--- src/hdl/hkrb_pkg.sv ---
package hkrb_pkg;

   localparam int unsigned CODE_W = 8;
   localparam int unsigned REPORT_SLOTS = 6;

   localparam logic [CODE_W-1:0] MOD_MATCH_MASK  = 8'hF8;
   localparam logic [CODE_W-1:0] MOD_MATCH_VALUE = 8'hE0;
   localparam logic [CODE_W-1:0] MOD_BIT_MASK    = 8'h07;
   localparam logic [CODE_W-1:0] EMPTY_CODE      = 8'h00;

   localparam logic EVT_PRESS   = 1'b0;
   localparam logic EVT_RELEASE = 1'b1;

   typedef struct packed {
      logic              req_type;
      logic [CODE_W-1:0] key_code;
   } req_item_type;

   typedef struct packed {
      logic [CODE_W-1:0] modifier_bits;
      logic [CODE_W-1:0] slot_zero;
      logic [CODE_W-1:0] slot_one;
      logic [CODE_W-1:0] slot_two;
      logic [CODE_W-1:0] slot_three;
      logic [CODE_W-1:0] slot_four;
      logic [CODE_W-1:0] slot_five;
   } rsp_item_type;

   typedef struct packed {
      logic en;
      logic clear;
   } slot_wr_type;

   typedef struct packed {
      logic hit;
      logic empty;
   } slot_stat_type;

   typedef enum logic [1:0] {
      S_IDLE,
      S_SCAN,
      S_FILL,
      S_RESP
   } state_type;

   function automatic logic is_modifier(input logic [CODE_W-1:0] code);
      return (code & MOD_MATCH_MASK) == MOD_MATCH_VALUE;
   endfunction

endpackage

--- src/hdl/hkrb_slot_file.sv ---
module hkrb_slot_file #(
   parameter int unsigned KEY_SLOT_COUNT = 6,
   parameter int unsigned IDX_W = 3
) (
   input  logic                                clock,
   input  logic                                reset,
   input  logic [IDX_W-1:0]                    rd_idx,
   input  logic [IDX_W-1:0]                    wr_idx,
   input  hkrb_pkg::slot_wr_type               wr,
   input  logic [hkrb_pkg::CODE_W-1:0]         code,
   output hkrb_pkg::slot_stat_type             stat,
   output logic [hkrb_pkg::CODE_W-1:0]         report [hkrb_pkg::REPORT_SLOTS]
);

   logic [hkrb_pkg::CODE_W-1:0] slot_ff [KEY_SLOT_COUNT];
   logic [hkrb_pkg::CODE_W-1:0] rd_data;
   logic [hkrb_pkg::CODE_W-1:0] wr_data;

   assign rd_data    = slot_ff[rd_idx];
   assign stat.hit   = rd_data == code;
   assign stat.empty = rd_data == hkrb_pkg::EMPTY_CODE;
   assign wr_data    = wr.clear ? hkrb_pkg::EMPTY_CODE : code;

   always_ff @(posedge clock) begin
      if (reset) begin
         for (int i = 0; i < KEY_SLOT_COUNT; i++) begin
            slot_ff[i] <= hkrb_pkg::EMPTY_CODE;
         end
      end else if (wr.en) begin
         slot_ff[wr_idx] <= wr_data;
      end
   end

   for (genvar g = 0; g < hkrb_pkg::REPORT_SLOTS; g++) begin : g_report
      if (g < KEY_SLOT_COUNT) begin : g_held
         assign report[g] = slot_ff[g];
      end else begin : g_absent
         assign report[g] = hkrb_pkg::EMPTY_CODE;
      end
   end

endmodule

--- src/hdl/hkrb_seq.sv ---
module hkrb_seq #(
   parameter int unsigned KEY_SLOT_COUNT = 6,
   parameter int unsigned IDX_W = 3
) (
   input  logic                          clock,
   input  logic                          reset,
   input  logic                          start,
   input  hkrb_pkg::req_item_type        req_item,
   input  hkrb_pkg::slot_stat_type       stat,
   output logic                          busy,
   output logic                          rsp_strobe,
   output logic [IDX_W-1:0]              rd_idx,
   output logic [IDX_W-1:0]              wr_idx,
   output hkrb_pkg::slot_wr_type         wr,
   output logic [hkrb_pkg::CODE_W-1:0]   code
);

   localparam logic [IDX_W-1:0] LAST_IDX = IDX_W'(KEY_SLOT_COUNT - 1);

   hkrb_pkg::state_type         state_ff, state_in;
   logic [IDX_W-1:0]            idx_ff, idx_in;
   logic [IDX_W-1:0]            first_ff, first_in;
   logic                        found_ff, found_in;
   logic                        release_ff, release_in;
   logic [hkrb_pkg::CODE_W-1:0] code_ff, code_in;

   always_ff @(posedge clock) begin
      if (reset) begin
         state_ff <= hkrb_pkg::S_IDLE;
         found_ff <= 1'b0;
      end else begin
         state_ff <= state_in;
         found_ff <= found_in;
      end
      idx_ff     <= idx_in;
      first_ff   <= first_in;
      release_ff <= release_in;
      code_ff    <= code_in;
   end

   always_comb begin
      state_in   = state_ff;
      idx_in     = idx_ff;
      first_in   = first_ff;
      found_in   = found_ff;
      release_in = release_ff;
      code_in    = code_ff;
      busy       = 1'b1;
      rsp_strobe = 1'b0;
      wr.en      = 1'b0;
      wr.clear   = 1'b0;
      wr_idx     = idx_ff;
      unique case (state_ff)
         hkrb_pkg::S_IDLE: begin
            busy = 1'b0;
            if (start) begin
               release_in = req_item.req_type == hkrb_pkg::EVT_RELEASE;
               code_in    = req_item.key_code;
               idx_in     = '0;
               found_in   = 1'b0;
               state_in   = hkrb_pkg::is_modifier(req_item.key_code) ?
                            hkrb_pkg::S_RESP : hkrb_pkg::S_SCAN;
            end
         end
         hkrb_pkg::S_SCAN: begin
            wr.en    = stat.hit;
            wr.clear = 1'b1;
            if (!found_ff && (stat.hit || stat.empty)) begin
               found_in = 1'b1;
               first_in = idx_ff;
            end
            if (idx_ff == LAST_IDX) begin
               state_in = release_ff ? hkrb_pkg::S_RESP : hkrb_pkg::S_FILL;
            end else begin
               idx_in = idx_ff + 1'b1;
            end
         end
         hkrb_pkg::S_FILL: begin
            wr.en    = found_ff;
            wr_idx   = first_ff;
            state_in = hkrb_pkg::S_RESP;
         end
         hkrb_pkg::S_RESP: begin
            rsp_strobe = 1'b1;
            state_in   = hkrb_pkg::S_IDLE;
         end
         default: begin
            state_in = hkrb_pkg::S_IDLE;
         end
      endcase
   end

   assign rd_idx = idx_ff;
   assign code   = code_ff;

endmodule

--- src/hdl/hid_keyboard_report_builder_core.sv ---
// Channel   Ports                        Handshake
// request   start, busy, req_item        taken when start high and busy low
// response  rsp_valid, rsp_item          one-cycle strobe, cannot be held off
//
// A modifier item reaches the response strobe in the cycle after acceptance.
// Any other key passes the slot scan, then the fill state (skipped on release), before
// the strobe; the scan goes through the single shared compare unit, one slot a cycle.
// busy rises once an item is accepted and stays high until the cycle after the strobe.
// Synchronous reset clears the modifier byte and all slots.
module hid_keyboard_report_builder_core #(
   parameter int unsigned KEY_SLOT_COUNT = 6
) (
   input  logic                   clock,
   input  logic                   reset,
   input  logic                   start,
   input  hkrb_pkg::req_item_type req_item,
   output logic                   busy,
   output logic                   rsp_valid,
   output hkrb_pkg::rsp_item_type rsp_item
);

   localparam int unsigned IDX_W = (KEY_SLOT_COUNT > 1) ? $clog2(KEY_SLOT_COUNT) : 1;

   logic [hkrb_pkg::CODE_W-1:0] modifier_ff, modifier_in;
   logic [hkrb_pkg::CODE_W-1:0] mod_bit;
   logic                        accept;
   logic [IDX_W-1:0]            rd_idx;
   logic [IDX_W-1:0]            wr_idx;
   hkrb_pkg::slot_wr_type       wr;
   hkrb_pkg::slot_stat_type     stat;
   logic [hkrb_pkg::CODE_W-1:0] code;
   logic [hkrb_pkg::CODE_W-1:0] report [hkrb_pkg::REPORT_SLOTS];

   assign accept  = start && !busy;
   assign mod_bit = hkrb_pkg::CODE_W'(1) << (req_item.key_code & hkrb_pkg::MOD_BIT_MASK);

   always_comb begin
      modifier_in = modifier_ff;
      if (accept && hkrb_pkg::is_modifier(req_item.key_code)) begin
         modifier_in = (req_item.req_type == hkrb_pkg::EVT_RELEASE) ?
                       (modifier_ff & ~mod_bit) : (modifier_ff | mod_bit);
      end
   end

   always_ff @(posedge clock) begin
      if (reset) begin
         modifier_ff <= '0;
      end else begin
         modifier_ff <= modifier_in;
      end
   end

   hkrb_seq #(
      .KEY_SLOT_COUNT(KEY_SLOT_COUNT),
      .IDX_W         (IDX_W)
   ) u_seq (
      .clock     (clock),
      .reset     (reset),
      .start     (start),
      .req_item  (req_item),
      .stat      (stat),
      .busy      (busy),
      .rsp_strobe(rsp_valid),
      .rd_idx    (rd_idx),
      .wr_idx    (wr_idx),
      .wr        (wr),
      .code      (code)
   );

   hkrb_slot_file #(
      .KEY_SLOT_COUNT(KEY_SLOT_COUNT),
      .IDX_W         (IDX_W)
   ) u_slot_file (
      .clock (clock),
      .reset (reset),
      .rd_idx(rd_idx),
      .wr_idx(wr_idx),
      .wr    (wr),
      .code  (code),
      .stat  (stat),
      .report(report)
   );

   assign rsp_item.modifier_bits = modifier_ff;
   assign rsp_item.slot_zero     = report[0];
   assign rsp_item.slot_one      = report[1];
   assign rsp_item.slot_two      = report[2];
   assign rsp_item.slot_three    = report[3];
   assign rsp_item.slot_four     = report[4];
   assign rsp_item.slot_five     = report[5];

`ifndef NO_ASSERTIONS
   a_strobe_single: assert property (@(posedge clock) disable iff (reset)
      rsp_valid |=> !rsp_valid)
      else $error("response strobe held for more than one cycle");

   a_accept_busy: assert property (@(posedge clock) disable iff (reset)
      accept |=> busy)
      else $error("busy not raised after accepting an item");

   a_strobe_busy: assert property (@(posedge clock) disable iff (reset)
      rsp_valid |-> busy)
      else $error("response strobe while idle");

   a_release_after_strobe: assert property (@(posedge clock) disable iff (reset)
      rsp_valid |=> !busy)
      else $error("busy still high after the response");

   a_modifier_quiet: assert property (@(posedge clock) disable iff (reset)
      !busy && !start |=> $stable(modifier_ff))
      else $error("modifier byte changed with no item");
`endif

endmodule
--- config.mk ---
export PLATFORM = sky130hd
export DESIGN_NAME = hid_keyboard_report_builder_core
export DESIGN_NICKNAME = d
export VERILOG_FILES = /design/src/hdl/hkrb_pkg.sv /design/src/hdl/hkrb_slot_file.sv /design/src/hdl/hkrb_seq.sv /design/src/hdl/hid_keyboard_report_builder_core.sv
export SDC_FILE = /design/constraint.sdc
export NUM_CORES = 1
export LEC_CHECK = 0
export BUFFER_PORTS_ARGS = -buffer_cell sky130_fd_sc_hd__buf_4
export CAP_MARGIN = 20
export CORE_MARGIN = 5
export CORE_UTILIZATION = 50
export CTS_CLUSTER_DIAMETER = 80
export DETAILED_ROUTE_END_ITERATION = 12
export PLACE_DENSITY = 0.75
export SYNTH_ARGS = -nofsm -noshare
export SYNTH_HDL_FRONTEND = slang
export SYNTH_HIERARCHICAL = 1
export SYNTH_SLANG_ARGS = --single-unit
--- constraint.sdc ---
create_clock -name clock -period 3.6 [get_ports clock]
set_input_delay 0.36 -clock clock [delete_from_list [all_inputs] [get_ports clock]]
set_output_delay 0.36 -clock clock [all_outputs]
set_load 0.1 [all_outputs]
==> results.txt <==
Crit. End Element: flop
Drt pass-1 iters: 5
Status: finished clean
Largest net degree at the start of global routing: 21
CTS sink count: 90
GR Overflow Total: 0
Top area cells in the synthesized netlist: edfxtp_1, mux4_2, dfxtp_1
Fill cells: 609
Cell count after synthesis: 302
Deepest clock path buffer count: 2
Root Buffer: clkbuf_8
First-pass GRT wire length: 15,400 microns
Via Count: 2,799
Startpoint types: flop
H-tree depth: 3
Top-area cell type share of the netlist area: 0.576
Pwr Density: 647 mW/mm^2
Count leader, synth: edfxtp_1
Post-Syn Nets: 322
Slew Limit Fails: 0
Post-route setup TNS: 0 ps
Slew @ Worst Pin: 634 ps
Clock skew after layout: 14.3 ps
Worst path arrival time: 3470 ps
Synth async-reset ratio: 0
Slew headroom: 0.573
#FFs+latches synth: 90
Required time worst endpoint: 3670 ps
Initial antenna violation count: 0
# diodes: 0
Core area: 0.00813 sq mm
Hold WC Path Type: in2reg
Initial core utilization: 0.506
Number of flops mapped to enable cells by yosys: 79
Die H: 101 microns
# rows: 33
Dpl hpwl: 7360 microns
Crit path time final: 3400 ps
CTS tree: done
Post-synth top area cell: edfxtp_1
Max-Cap Viols: 0
Clk slew on worst S/H paths: 80 ps
Ys Warns: 6
Share of post-route cells with drive strength above 1: 0.344
Period utilisation layout: 0.946
Vias in the first global route: 2,820
Ys flop type: edfxtp_1
Worst-path fanout max: 10
Die width: 101 microns
Synthesized area: 0.00412 sq mm
Max Clk Rate: 294 MHz
CTS Buf Count: 9
Placed Area: 0.00494 sq mm
GRT Util Overall: 0.208
Peak VDD IR: 0.000337 V
Number of nets still failing antenna checks after routing: 0
Final Cell Area: 0.00528 sq mm
Syn_area_per_cell: 13.6 sq um
Final WL: 10,300 microns
Static Leakage: 2.18 nW
DR WL/cell: 19.9 microns
Clk Latency, worst-skew pair: 360 ps
Worst hold slack: 189 ps
Post-synth cell types: 44
Register area share after synthesis: 0.629
Final GP Congestion: 0.924
Number of remaining DRC errors: 0
Port-buffer cells: 69
Setup violators final: 0
Critical path class: reg2reg
Post-synth top cells: edfxtp_1, nor2_1, mux2i_1, inv_1, nand2b_1
DR vias/cell: 5.43
Die ar.: 0.0102 sq mm
Ports: 70
DRT iter0 DRCs: 172
Net count, final: 425
Fin. Hold Viols: 0
Area delta synth->final: 28.2%
==> logic make-up after synthesis <==
family,after synthesis,share of synthesized area
fa+ha+maj,8,0.0243
mux,36,0.126
simple gates,114,0.137
buf+inv,25,0.0276
compound gates,20,0.0365
flops,90,0.629
xor+xnor,9,0.0191
==> cell type report <==
class	count	area (sq um)	area share
Timing Repair Buffer	101	817	0.155
Multi-Input combinational cell	187	1450	0.274
Inverter	16	60.1	0.0114
Sequential cell	90	2590	0.491
Tap cell	105	131	0.0249
Clock inverter	5	104	0.0197
Clock buffer	11	131	0.0249
==> path summary, 6_finish.rpt <==
kind / slack (ps) / cells after the start / end / from
worst max-delay path: 200 / 15 / u_slot_file/slot_ff[7][0] / u_seq/rd_idx[0]
worst min-delay path: 190 / 1 / u_seq/release_ff / req_item[8]
worst max register to register: 200 / 15 / u_slot_file/slot_ff[7][0] / u_seq/rd_idx[0]
worst min register to register: 480 / 2 / flop / flop
==> registers in the layout, summed over array words and instances, names as in the netlist, named ones only <==
| name | cells |
|---|---|
| u_slot_file/slot_ff | 64 |
| u_seq/rd_idx | 3 |
| u_seq/found_ff | 1 |
| u_seq/release_ff | 1 |
| u_seq/first_ff | 3 |
| u_seq/code | 8 |
| u_seq/state_ff | 2 |
==> critical path, cell delays in order (launching register included) <==
cell and delay [ps]:
edfxtp_1 420, buf_12 170, mux4_2 520, mux2i_2 180, buf_4 150, xor2_1 140
nand2_1 120, nor4_4 360, a22oi_1 110, nor2b_1 170, buf_4 140, inv_1 50
nor2_1 100, nand3_1 120, nor2_1 170, buf_6 180
==> timing repair <==
action / in CTS / in global routing
setup endpoints to repair: 27 / 99
pin swaps: 0 / 1
gates cloned: 0 / 1
hold buffers: 0 / 0
buffers inserted: 0 / 4
resized for setup: 2 / 7
==> through the flow <==
stage | power, W | utilization | std cells | worst slack [ps]
4_1_cts | 0.00331 | 0.638 | 510 | 16.5
2_1_floorplan | 0.00215 | - | 302 | 42.9
3_5_place_dp | 0.00251 | 0.608 | 494 | -111
3_3_place_gp | 0.00249 | 0.608 | 494 | 74.2
5_1_grt | 0.00356 | 0.649 | 515 | -0.686
6_report | 0.00342 | 0.649 | 515 | 196
==> cell usage in the layout (no fill, tap or decap), types with 2 or more instances in the layout <==
cell,Yosys,final
mux2i_2,0,2
nor2b_1,7,7
mux2_1,3,3
clkbuf_1,2,2
and2_1,2,2
mux2i_1,18,16
o211ai_1,2,2
nand2b_2,1,3
nor2_2,0,2
xor2_1,8,8
nor2_1,50,48
edfxtp_1,79,79
nand3_1,11,11
o21bai_1,2,2
a221oi_1,2,2
bufinv_16,0,3
mux2_2,3,3
nand2_1,15,15
a21oi_1,2,2
o21ai_0,2,2
buf_4,2,96
nand2b_1,16,14
nand4_1,5,5
mux4_2,12,12
inv_1,16,16
buf_12,0,3
clkbuf_8,0,9
ha_1,8,8
dfxtp_1,11,11
==> routing by layer <==
layer,vias to the layer above,global-route usage,wire [microns]
met4,0,0.0933,226
li1,1308,-,-
met5,-,0,0
met1,1350,0.257,3860
met3,19,0.0457,848
met2,122,0.350,5330
==> power by group <==
group          switching (W)  internal, W  leakage (nW)
sequential         0.0000846      0.00123         0.912
clock               0.000340     0.000462         0.118
combinational       0.000760     0.000547          1.15
total                0.00118      0.00223          2.18
No activity file was read; power rests on OpenSTA's default activity.
